$ cat src/rtl/ssa_pkg.sv
// shared types for the summary statistics accumulator
package ssa_pkg;

  // controller to datapath commands
  typedef struct packed {
    logic accumulate;   // fold the accepted sample into the running set
    logic snapshot;     // copy the finished set into the back part and clear
    logic mean_start;   // start the mean division
    logic var_start;    // start the variance division
    logic sqrt_start;   // start the square root
  } ssa_cmd_t;

  // datapath to controller status
  typedef struct packed {
    logic div_busy;
    logic sqrt_busy;
    logic spread_ok;
  } ssa_sts_t;

endpackage

$ cat src/rtl/ssa_ctrl.sv
// controller: sequences accumulation, division and square root
module ssa_ctrl (
  input  logic               clk,
  input  logic               rst_n,
  input  logic               in_valid,
  input  logic               in_last,
  output logic               in_stall,
  output logic               out_valid,
  input  logic               out_stall,
  output ssa_pkg::ssa_cmd_t  cmd,
  input  ssa_pkg::ssa_sts_t  sts
);

  typedef enum logic [2:0] {
    ST_ACC, ST_SNAP, ST_MEAN, ST_VAR, ST_ROOT, ST_SQRT, ST_OUT
  } state_t;

  state_t state_r;
  logic   out_valid_r;
  logic   wait_r;

  logic take;
  assign in_stall  = state_r != ST_ACC;
  assign take      = in_valid && !in_stall;
  assign out_valid = out_valid_r;

  always_comb begin
    cmd = '0;
    cmd.accumulate = take;
    cmd.snapshot   = state_r == ST_SNAP;
    cmd.mean_start = state_r == ST_MEAN && !wait_r;
    cmd.var_start  = state_r == ST_VAR && !wait_r && !sts.div_busy && sts.spread_ok;
    cmd.sqrt_start = state_r == ST_ROOT && !wait_r && !sts.div_busy;
  end

  always_ff @(posedge clk) begin
    if (!rst_n) begin
      state_r     <= ST_ACC;
      out_valid_r <= 1'b0;
      wait_r      <= 1'b0;
    end else begin
      wait_r <= 1'b0;
      unique case (state_r)
        ST_ACC: begin
          if (take && in_last) begin
            state_r <= ST_SNAP;
          end
        end
        ST_SNAP: begin
          state_r <= ST_MEAN;
        end
        ST_MEAN: begin
          state_r <= ST_VAR;
          wait_r  <= 1'b1;
        end
        ST_VAR: begin
          if (!wait_r && !sts.div_busy) begin
            if (sts.spread_ok) begin
              state_r <= ST_ROOT;
              wait_r  <= 1'b1;
            end else begin
              state_r     <= ST_OUT;
              out_valid_r <= 1'b1;
            end
          end
        end
        ST_ROOT: begin
          if (!wait_r && !sts.div_busy) begin
            state_r <= ST_SQRT;
            wait_r  <= 1'b1;
          end
        end
        ST_SQRT: begin
          if (!wait_r && !sts.sqrt_busy) begin
            state_r     <= ST_OUT;
            out_valid_r <= 1'b1;
          end
        end
        ST_OUT: begin
          if (!out_stall) begin
            state_r     <= ST_ACC;
            out_valid_r <= 1'b0;
          end
        end
        default: state_r <= ST_ACC;
      endcase
    end
  end

endmodule

$ cat config.mk
export PLATFORM = sky130hd
export DESIGN_NAME = ssa_ctrl
export DESIGN_NICKNAME = d
export VERILOG_FILES = /design/src/rtl/ssa_pkg.sv /design/src/rtl/ssa_ctrl.sv
export SDC_FILE = /design/constraint.sdc
export NUM_CORES = 1
export LEC_CHECK = 0
export BUFFER_PORTS_ARGS = -buffer_cell sky130_fd_sc_hd__buf_2
export CORE_AREA = 4 4 41 43
export DETAILED_ROUTE_END_ITERATION = 7
export DIE_AREA = 0 0 45 47
export GPL_ROUTABILITY_DRIVEN = 0
export GPL_TIMING_DRIVEN = 0
export PLACE_DENSITY = 0.65
export SLEW_MARGIN = 20
export SYNTH_ARGS = -nofsm -noshare
export SYNTH_HDL_FRONTEND = slang
export SYNTH_SLANG_ARGS = --single-unit
$ cat constraint.sdc
create_clock -name clk -period 1.3 [get_ports clk]
set_input_delay 0.26 -clock clk [delete_from_list [all_inputs] [get_ports clk]]
set_output_delay 0.26 -clock clk [all_outputs]
set_load 0.02 [all_outputs]
==> impl_metrics.toml, run 1 <==
[cells_and_area]
area_growth_pct = 63.9
layoutNonFillerInstCount = 90
multi_input_area_sq_um = 272
finish.instance_area_sq_um = 626
layout-drive-gt1-share = 0.547
fill_cells = 140
antennaDiodeCount = 0
seqCellArea_sq_um = 106
nets = 84
utilization = 0.481

[critical_path]
crit_end = "cmd[0]"
max_stage_delay_ns = 0.40
r2r.worst_path.cells = 6
r2r_start = "state_r[1]$_SDFFE_PN0P_"
startpoint = "state_r[1]$_SDFFE_PN0P_"
crit_path_frequent_cell = "buf_6"
path_cells = "buf_6 -> or3b_4 -> nor3_4 -> buf_6"
worstSetupPathType = "reg -> out"
cp-start-kind = "register"
critPathBufInv = 2
cp.arrival_ns = 1.37
end_kind = "output pin"
r2r_end = "state_r[1]$_SDFFE_PN0P_"
critPathSlowestCell = "or3b_4"
cp.depth = 4
cp.required_ns = 1.04
crit_path_max_fanout = 4
regToRegSetupSlack_ns = -0.12
cp_top_family = "simple AND/OR/NAND/NOR gates"

[global_route]
grt_busiest_layer = "met2"
grt_antenna_before_repair = 0
grt_use_met3 = 0.0115
grt_pass1_vias = 398
met1_usage = 0.124
grt_usage = 0.101
overflow = 0
grt_max_degree = 11
grt_pass1_wl_um = 1550
gr-usage-met2 = 0.158

[die]
core_sq_um = 1300
rows = 13
die_w_um = 45
start_util = 0.293
die_area_sq_um = 2120
top_level_ports = 15
die_h_um = 47

[place]
hpwl_um = 696
portBuffers = 14
placed_cell_area_sq_um = 493
place_inst = 78

[clock_tree]
cts_tree = "done"
worstSkewPairLatency_ns = 0.24
root_buffer = "clkbuf_4"
cts_buffer_depth = 2
cts.clk_slew.worst_paths_ns = 0.04
cts.sinks = 5
h-tree-depth = 1
numCtsBuffers = 3
postCtsHoldBufs = 0

[yosys]
synth_common_cells = "dfxtp_1, nor2_1, nand2_1, nand3b_1"
ys_async_sr_fraction = 0
netlist.area_leader.share = 0.262
yosysSeqAreaShare = 0.262
syn_area_sq_um = 382
yosysWarnings = 0
synth_ff_type = "dfxtp_1"
synthDistinctLibCells = 26
ys_ff_latch = 5
synth_top_area_cell = "dfxtp_1"
syn-num-nets = 57
synth_cells = 49
synth.area.top_cells = "dfxtp_1, nand3b_1, mux2i_1"
synth_edf_count = 0
syn_area_per_cell_sq_um = 7.79

[power]
combPwrFrac = 0.622
clockPowerShare = 0.157
switching_power_uw = 463
p_leak_nw = 0.290
ir_worst_vdd_mv = 0.840
swShare = 0.400
pwr-share-seq = 0.220
p_per_area_nw_per_um2 = 1850
p_int_uw = 694
finalPower_mw = 1.16

[route]
wl_per_cell_um = 11.5
vias = 443
wl_um = 1030
drtIter0Drc = 5
drt-pass1-iter-count = 2
via_per_inst = 4.92
drtAntennaViolNets = 0
remaining_drc_errors = 0

[flow_run]
maxCapViolCount = 0

[status]
violations = "setup timing"
status = "finished, violations left"

[sta]
rsz0062_at_grt = "yes"
setup_violations = 8
fmax_ghz = 0.615
layout_min_cycle_time_ns = 1.63
tightest_slew_ns = 0.327
fin_ws_ns = -0.325
max_slew_margin = 0.782
hold_viol = 0
setup-tns-final_ns = -1.61
final_max_slew_viol_count = 0
fin_crit_sh = 1.25
clock_skew_ns = 0.00198

[min_path]
hold_path.class = "in -> reg"
[cell families after synthesis]
group | after synthesis | share of synthesized area
and+or+nand+nor | 23 | 0.348
AOI/OAI and AO/OA | 12 | 0.226
buffers and inverters | 7 | 0.111
DFF | 5 | 0.262
muxes | 2 | 0.0525
[per-layer routing]
layer / share of wire / vias up / wire length [um]
li1: - / 224 / -
met1: 0.45 / 206 / 468
met2: 0.47 / 11 / 490
met3: 0.054 / 2 / 56
met4: 0.016 / 0 / 17
met5: 0 / - / 0
[final cells by class]
class,instances,area share
Buffer,4,0.0660
Clock buffer,4,0.0420
Inverter,3,0.0180
Multi-Input combinational cell,37,0.434
Sequential cell,5,0.170
Tap cell,15,0.0300
Timing Repair Buffer,22,0.240
[worst register-to-register path, stage by stage, from the launching register on]
cell	delay (ns)
dfxtp_2	0.32
buf_6	0.11
or3b_4	0.40
buf_4	0.15
a21oi_2	0.12
a211oi_2	0.07
mux2i_1	0.13
[state kept, by name, indices dropped and copies added, names as in the netlist]
| signal | count |
|---|---|
| out_valid | 1 |
| state_r | 3 |
| wait_r | 1 |
[stage by stage]
step | worst slack [ns] | hold slack [ns]
2_1_floorplan | -0.0700 | 0.378
3_3_place_gp | -0.179 | 0.485
3_5_place_dp | -0.185 | 0.493
4_1_cts | -0.340 | 0.299
5_1_grt | -0.377 | 0.304
6_report | -0.325 | 0.305
[power groups by stage]
stage	registers (mW)	clock network [mW]	logic, mW
2_1_floorplan	0.228	0	0.431
5_1_grt	0.258	0.198	0.773
4_1_cts	0.240	0.190	0.639
6_report	0.255	0.182	0.719
3_5_place_dp	0.234	0	0.552
3_3_place_gp	0.233	0	0.547
[what timing repair did]
item / in CTS / in global routing
cloned: 0 / 0
endpoints found under the setup margin: 9 / 10
pin swaps: 5 / 2
gates resized for setup: 10 / 5
setup buffers: 5 / 3
[how the worst min path moves through the flow]
stage / cells past startpoint / slack, ns / start / to
after global placement: 2 / 0.48 / out_valid$_SDFFE_PN0P_ / out_valid$_SDFFE_PN0P_
final: 2 / 0.30 / rst_n / wait_r$_SDFF_PN0_
after global routing: 2 / 0.30 / rst_n / wait_r$_SDFF_PN0_
after floorplan: 1 / 0.38 / rst_n / wait_r$_SDFF_PN0_
after detailed placement: 2 / 0.49 / out_valid$_SDFFE_PN0P_ / out_valid$_SDFFE_PN0P_
after CTS: 2 / 0.30 / rst_n / wait_r$_SDFF_PN0_
[cell usage in the layout (no fill, tap or decap), types with 2 or more instances in the layout]
| master | Yosys | layout |
|---|---|---|
| buf_4 | 2 | 12 |
| buf_2 | 1 | 9 |
| buf_6 | 1 | 5 |
| nand3b_1 | 4 | 4 |
| nor2_1 | 5 | 4 |
| nand2_1 | 4 | 4 |
| inv_1 | 3 | 3 |
| a21oi_1 | 3 | 3 |
| clkbuf_4 | 0 | 3 |
| o21ai_0 | 2 | 2 |
| nor3_1 | 3 | 2 |
| mux2i_1 | 2 | 2 |
| dfxtp_1 | 5 | 2 |
| dfxtp_2 | 0 | 2 |
Power figures use the tool's default switching activity.
==> run 2: changes to the inputs <==
--- a/config.mk
+++ b/config.mk
@@ -10,8 +10,8 @@
 export DETAILED_ROUTE_END_ITERATION = 7
 export DIE_AREA = 0 0 45 47
 export GPL_ROUTABILITY_DRIVEN = 0
-export GPL_TIMING_DRIVEN = 0
 export PLACE_DENSITY = 0.65
+export SKIP_CTS_REPAIR_TIMING = 1
 export SLEW_MARGIN = 20
 export SYNTH_ARGS = -nofsm -noshare
 export SYNTH_HDL_FRONTEND = slang
==> run 2 against run 1 <==
  * Global-route usage up 1.2 points
  * Fmax rose by 4.3%
  * Critical path depth is 1 lower
  * Combinational power grew 13%
  * The run still ends with setup timing left
  * First-iteration DRC count shrank 40%
  * Sequential power shrank 2%
  * Flip-flop and latch count is the same
  * Total power is 7.6% higher
  * Clock power barely moved
  * Clock-buffer cell count is the same
  * Design area increased by 2.0%
  * Sequential share of layout area is 0.33 points lower
==> impl_metrics.toml, run 2 (synthesis results as in run 1) <==
[status]
status = "finished, violations left"
violations = "setup timing"

[route]
drtIter0Drc = 3
via_per_inst = 4.76
wl_per_cell_um = 11.6
remaining_drc_errors = 0
drtAntennaViolNets = 0
vias = 433
wl_um = 1060
drt-pass1-iter-count = 2

[cells_and_area]
multi_input_area_sq_um = 277
area_growth_pct = 67.2
final_cell_mix = "buf_4, buf_2, buf_6"
layout-drive-gt1-share = 0.566
final_common_cell = "buf_4"
largest_reg_flops = 3
antennaDiodeCount = 0
nets = 85
seqCellArea_sq_um = 106
fill_cells = 144
regMostFlops = "state_r"
utilization = 0.490

[sta]
max_slew_margin = 0.763
tightest_slew_ns = 0.355
final_max_slew_viol_count = 0
fin_ws_ns = -0.258
setup-tns-final_ns = -1.52
setup_violations = 9
whs_ns = 0.308
hold_viol = 0
fin_crit_sh = 1.20
clock_skew_ns = 0.00753
layout_min_cycle_time_ns = 1.56
rsz0062_at_grt = "yes"
fmax_ghz = 0.642

[critical_path]
regToRegSetupSlack_ns = -0.10
end_kind = "output pin"
cp-start-kind = "register"
worstSetupPathType = "reg -> out"
cp.required_ns = 1.04
cp.arrival_ns = 1.30
crit_path_max_fanout = 5

[clock_tree]
cts_buffer_depth = 2
worstSkewPairLatency_ns = 0.25
cts.sinks = 5
numCtsBuffers = 3
cts.clk_slew.worst_paths_ns = 0.05
root_buffer = "clkbuf_4"
cts_tree = "done"
h-tree-depth = 1

[global_route]
grt_pass1_vias = 361
met1_usage = 0.139
overflow = 0
grt_usage = 0.113
grt_busiest_layer = "met2"
grt_max_degree = 8
grt_antenna_before_repair = 0
gr-usage-met2 = 0.155
grt_pass1_wl_um = 1580
grt_use_met3 = 0.0345

[die]
rows = 13
die_w_um = 45
die_area_sq_um = 2120
top_level_ports = 15
core_sq_um = 1300
start_util = 0.293
die_h_um = 47

[place]
portBuffers = 14
hpwl_um = 803

[min_path]
hold_path.class = "in -> reg"

[power]
ir_worst_vdd_mv = 0.690
p_leak_nw = 0.295
p_per_area_nw_per_um2 = 1950

[flow_run]
maxCapViolCount = 0
## run 2: worst paths after layout
| check | depth (start not counted) | startpoint | endpoint |
|---|---|---|---|
| hold / removal | 2 | rst_n | wait_r$_SDFF_PN0_ |
| setup / recovery | 3 | state_r[1]$_SDFFE_PN0P_ | cmd[0] |
| setup reg to reg | 7 | state_r[0]$_SDFFE_PN0P_ | state_r[0]$_SDFFE_PN0P_ |
| hold reg to reg | 2 | out_valid$_SDFFE_PN0P_ | out_valid$_SDFFE_PN0P_ |
## run 2: where the power goes
group / leakage [nW] / internal (mW) / switching (mW)
clock network: 0.0150 / 0.116 / 0.0670
logic: 0.238 / 0.441 / 0.370
registers: 0.0423 / 0.204 / 0.0459
## run 2: metal layers
| metal | vias up | share of wire |
|---|---|---|
| li1 | 226 | - |
| met1 | 192 | 0.46 |
| met2 | 11 | 0.46 |
| met3 | 4 | 0.052 |
| met4 | 0 | 0.033 |
| met5 | - | 0 |
## run 2: through the flow
step	setup slack [ns]	total power [mW]	cells	instance area (sq um)
6_report	-0.258	1.24	91	638
3_3_place_gp	-0.0613	0.863	84	533
2_1_floorplan	-0.0700	0.659	49	404
4_1_cts	-0.358	1.06	88	559
3_5_place_dp	-0.0793	0.872	84	533
5_1_grt	-0.313	1.33	91	638
## run 2: cell type report
| class | instances | share of cell area |
|---|---|---|
| flip-flops and latches | 5 | 0.167 |
| well taps | 15 | 0.0294 |
| repair buffers | 27 | 0.312 |
| clock buffers | 4 | 0.0412 |
| multi-input cells | 37 | 0.433 |
| inverters | 3 | 0.0176 |
## run 2: worst max-delay path: stages, from the launching register on
cell	delay (ns)
dfxtp_4	0.35
or3b_4	0.40
nor3_4	0.16
buf_6	0.14
==> run 3: changes to the inputs <==
--- a/config.mk
+++ b/config.mk
@@ -6,11 +6,12 @@
 export NUM_CORES = 1
 export LEC_CHECK = 0
 export BUFFER_PORTS_ARGS = -buffer_cell sky130_fd_sc_hd__buf_2
-export CORE_AREA = 4 4 41 43
+export CORE_AREA = 2 2 39 41
 export DETAILED_ROUTE_END_ITERATION = 7
-export DIE_AREA = 0 0 45 47
+export DIE_AREA = 0 0 41 43
 export GPL_ROUTABILITY_DRIVEN = 0
 export PLACE_DENSITY = 0.65
+export RECOVER_POWER = 100
 export SKIP_CTS_REPAIR_TIMING = 1
 export SLEW_MARGIN = 20
 export SYNTH_ARGS = -nofsm -noshare
==> run 3 against run 2 <==
  * The run still ends with setup timing left
  * Combinational power decreased by 21%
  * Clock-buffer cell count unchanged
  * Setup slack improved by 0.0033 ns
  * Clock power decreased by 5%
  * Sequential share of layout area increased by 1.2 points
  * Routed wire length decreased by 20%
  * Critical path depth increased by 1
  * Utilization decreased by 7.5 points
  * Fmax increased by 0.21%
  * Sequential power decreased by 3%
  * Worst hold slack improved by 0.015 ns
==> impl_metrics.toml, run 3 (synthesis results as in run 1) <==
[status]
status = "finished, violations left"
violations = "setup timing"

[place]
place_ws_ns = -0.0687
portBuffers = 14
placed_cell_area_sq_um = 512
place_inst = 82
hpwl_um = 695

[sta]
fin_crit_sh = 1.20
fmax_ghz = 0.643
rsz0062_at_grt = "yes"
whs_ns = 0.323
layout_min_cycle_time_ns = 1.55
hold_viol = 0
clock_skew_ns = 0.00295
tightest_slew_ns = 0.327
setup_violations = 8
max_slew_margin = 0.782
fin_ws_ns = -0.254
final_max_slew_viol_count = 0
setup-tns-final_ns = -1.19

[cells_and_area]
seqCellArea_sq_um = 103
area_growth_pct = 50.5
layoutNonFillerInstCount = 86
largest_reg_flops = 3
layout-drive-gt1-share = 0.486
final_common_cell = "buf_4"
regMostFlops = "state_r"
fill_cells = 149
utilization = 0.415
multi_input_area_sq_um = 269
antennaDiodeCount = 0
finish.instance_area_sq_um = 574
nets = 79
final_cell_mix = "buf_4, buf_2, nor2_1, nand3b_1, nand2_1"

[route]
drtIter0Drc = 0
wl_um = 842
drt-pass1-iter-count = 1
wl_per_cell_um = 9.79
via_per_inst = 4.59
remaining_drc_errors = 0
vias = 395
drtAntennaViolNets = 0

[die]
start_util = 0.276
core_sq_um = 1380
top_level_ports = 15
die_area_sq_um = 1760
die_h_um = 43
die_w_um = 41
rows = 14

[global_route]
overflow = 0
grt_max_degree = 8
grt_antenna_before_repair = 0
grt_pass1_wl_um = 1190
grt_pass1_vias = 311
grt_usage = 0.101

[critical_path]
r2r_start = "state_r[1]$_SDFFE_PN0P_"
startpoint = "state_r[2]$_SDFFE_PN0P_"
crit_end = "cmd[4]"
r2r.worst_path.cells = 5
cp.required_ns = 1.04
end_kind = "output pin"
cp.arrival_ns = 1.29
worstSetupPathType = "reg -> out"
r2r_end = "state_r[0]$_SDFFE_PN0P_"
cp-start-kind = "register"
regToRegSetupSlack_ns = -0.05
crit_path_max_fanout = 7

[power]
p_int_uw = 628
p_leak_nw = 0.254
pwr-share-seq = 0.231
switching_power_uw = 426
p_per_area_nw_per_um2 = 1840
clockPowerShare = 0.164
swShare = 0.404
ir_worst_vdd_mv = 0.512
combPwrFrac = 0.605
finalPower_mw = 1.05

[clock_tree]
root_buffer = "clkbuf_4"
cts_tree = "done"
worstSkewPairLatency_ns = 0.24
h-tree-depth = 1
numCtsBuffers = 3
cts_buffer_depth = 2
cts.clk_slew.worst_paths_ns = 0.04
cts.sinks = 5

[min_path]
hp-start = "rst_n"
hold_path.class = "in -> reg"
whs_path_depth = 2

[flow_run]
maxCapViolCount = 0
==> run 3: routing by layer <==
metal | share of wire | track usage | vias up
li1 | - | - | 214
met1 | 0.49 | 0.126 | 171
met2 | 0.47 | 0.144 | 10
met3 | 0.044 | 0.0314 | 0
met4 | 0 | 0.0600 | 0
met5 | 0 | 0 | -
==> run 3: power by group through the flow <==
stage	Sequential [mW]	Combinational [mW]	Clock, mW
finish	0.243	0.638	0.173
global route	0.250	0.694	0.194
CTS	0.239	0.561	0.183
detailed placement	0.242	0.560	0
global placement	0.238	0.558	0
floorplan	0.228	0.431	0
==> run 3: final cells by class <==
| cell class | instances | area share |
|---|---|---|
| Inverter | 3 | 0.0196 |
| Sequential cell | 5 | 0.179 |
| Multi-Input combinational cell | 37 | 0.468 |
| Tap cell | 16 | 0.0349 |
| Timing Repair Buffer | 21 | 0.253 |
| Clock buffer | 4 | 0.0458 |
==> run 3: worst min path at each step <==
stage	endpoint
after CTS	wait_r$_SDFF_PN0_
after detailed placement	out_valid$_SDFFE_PN0P_
after global placement	out_valid$_SDFFE_PN0P_
after floorplan	wait_r$_SDFF_PN0_
final	wait_r$_SDFF_PN0_
after global routing	wait_r$_SDFF_PN0_
==> run 3: worst max-delay path, stage by stage (launching register included) <==
cell,delay [ns]
dfxtp_2,0.33
buf_6,0.13
or3_4,0.38
nor2_4,0.11
buf_6,0.11
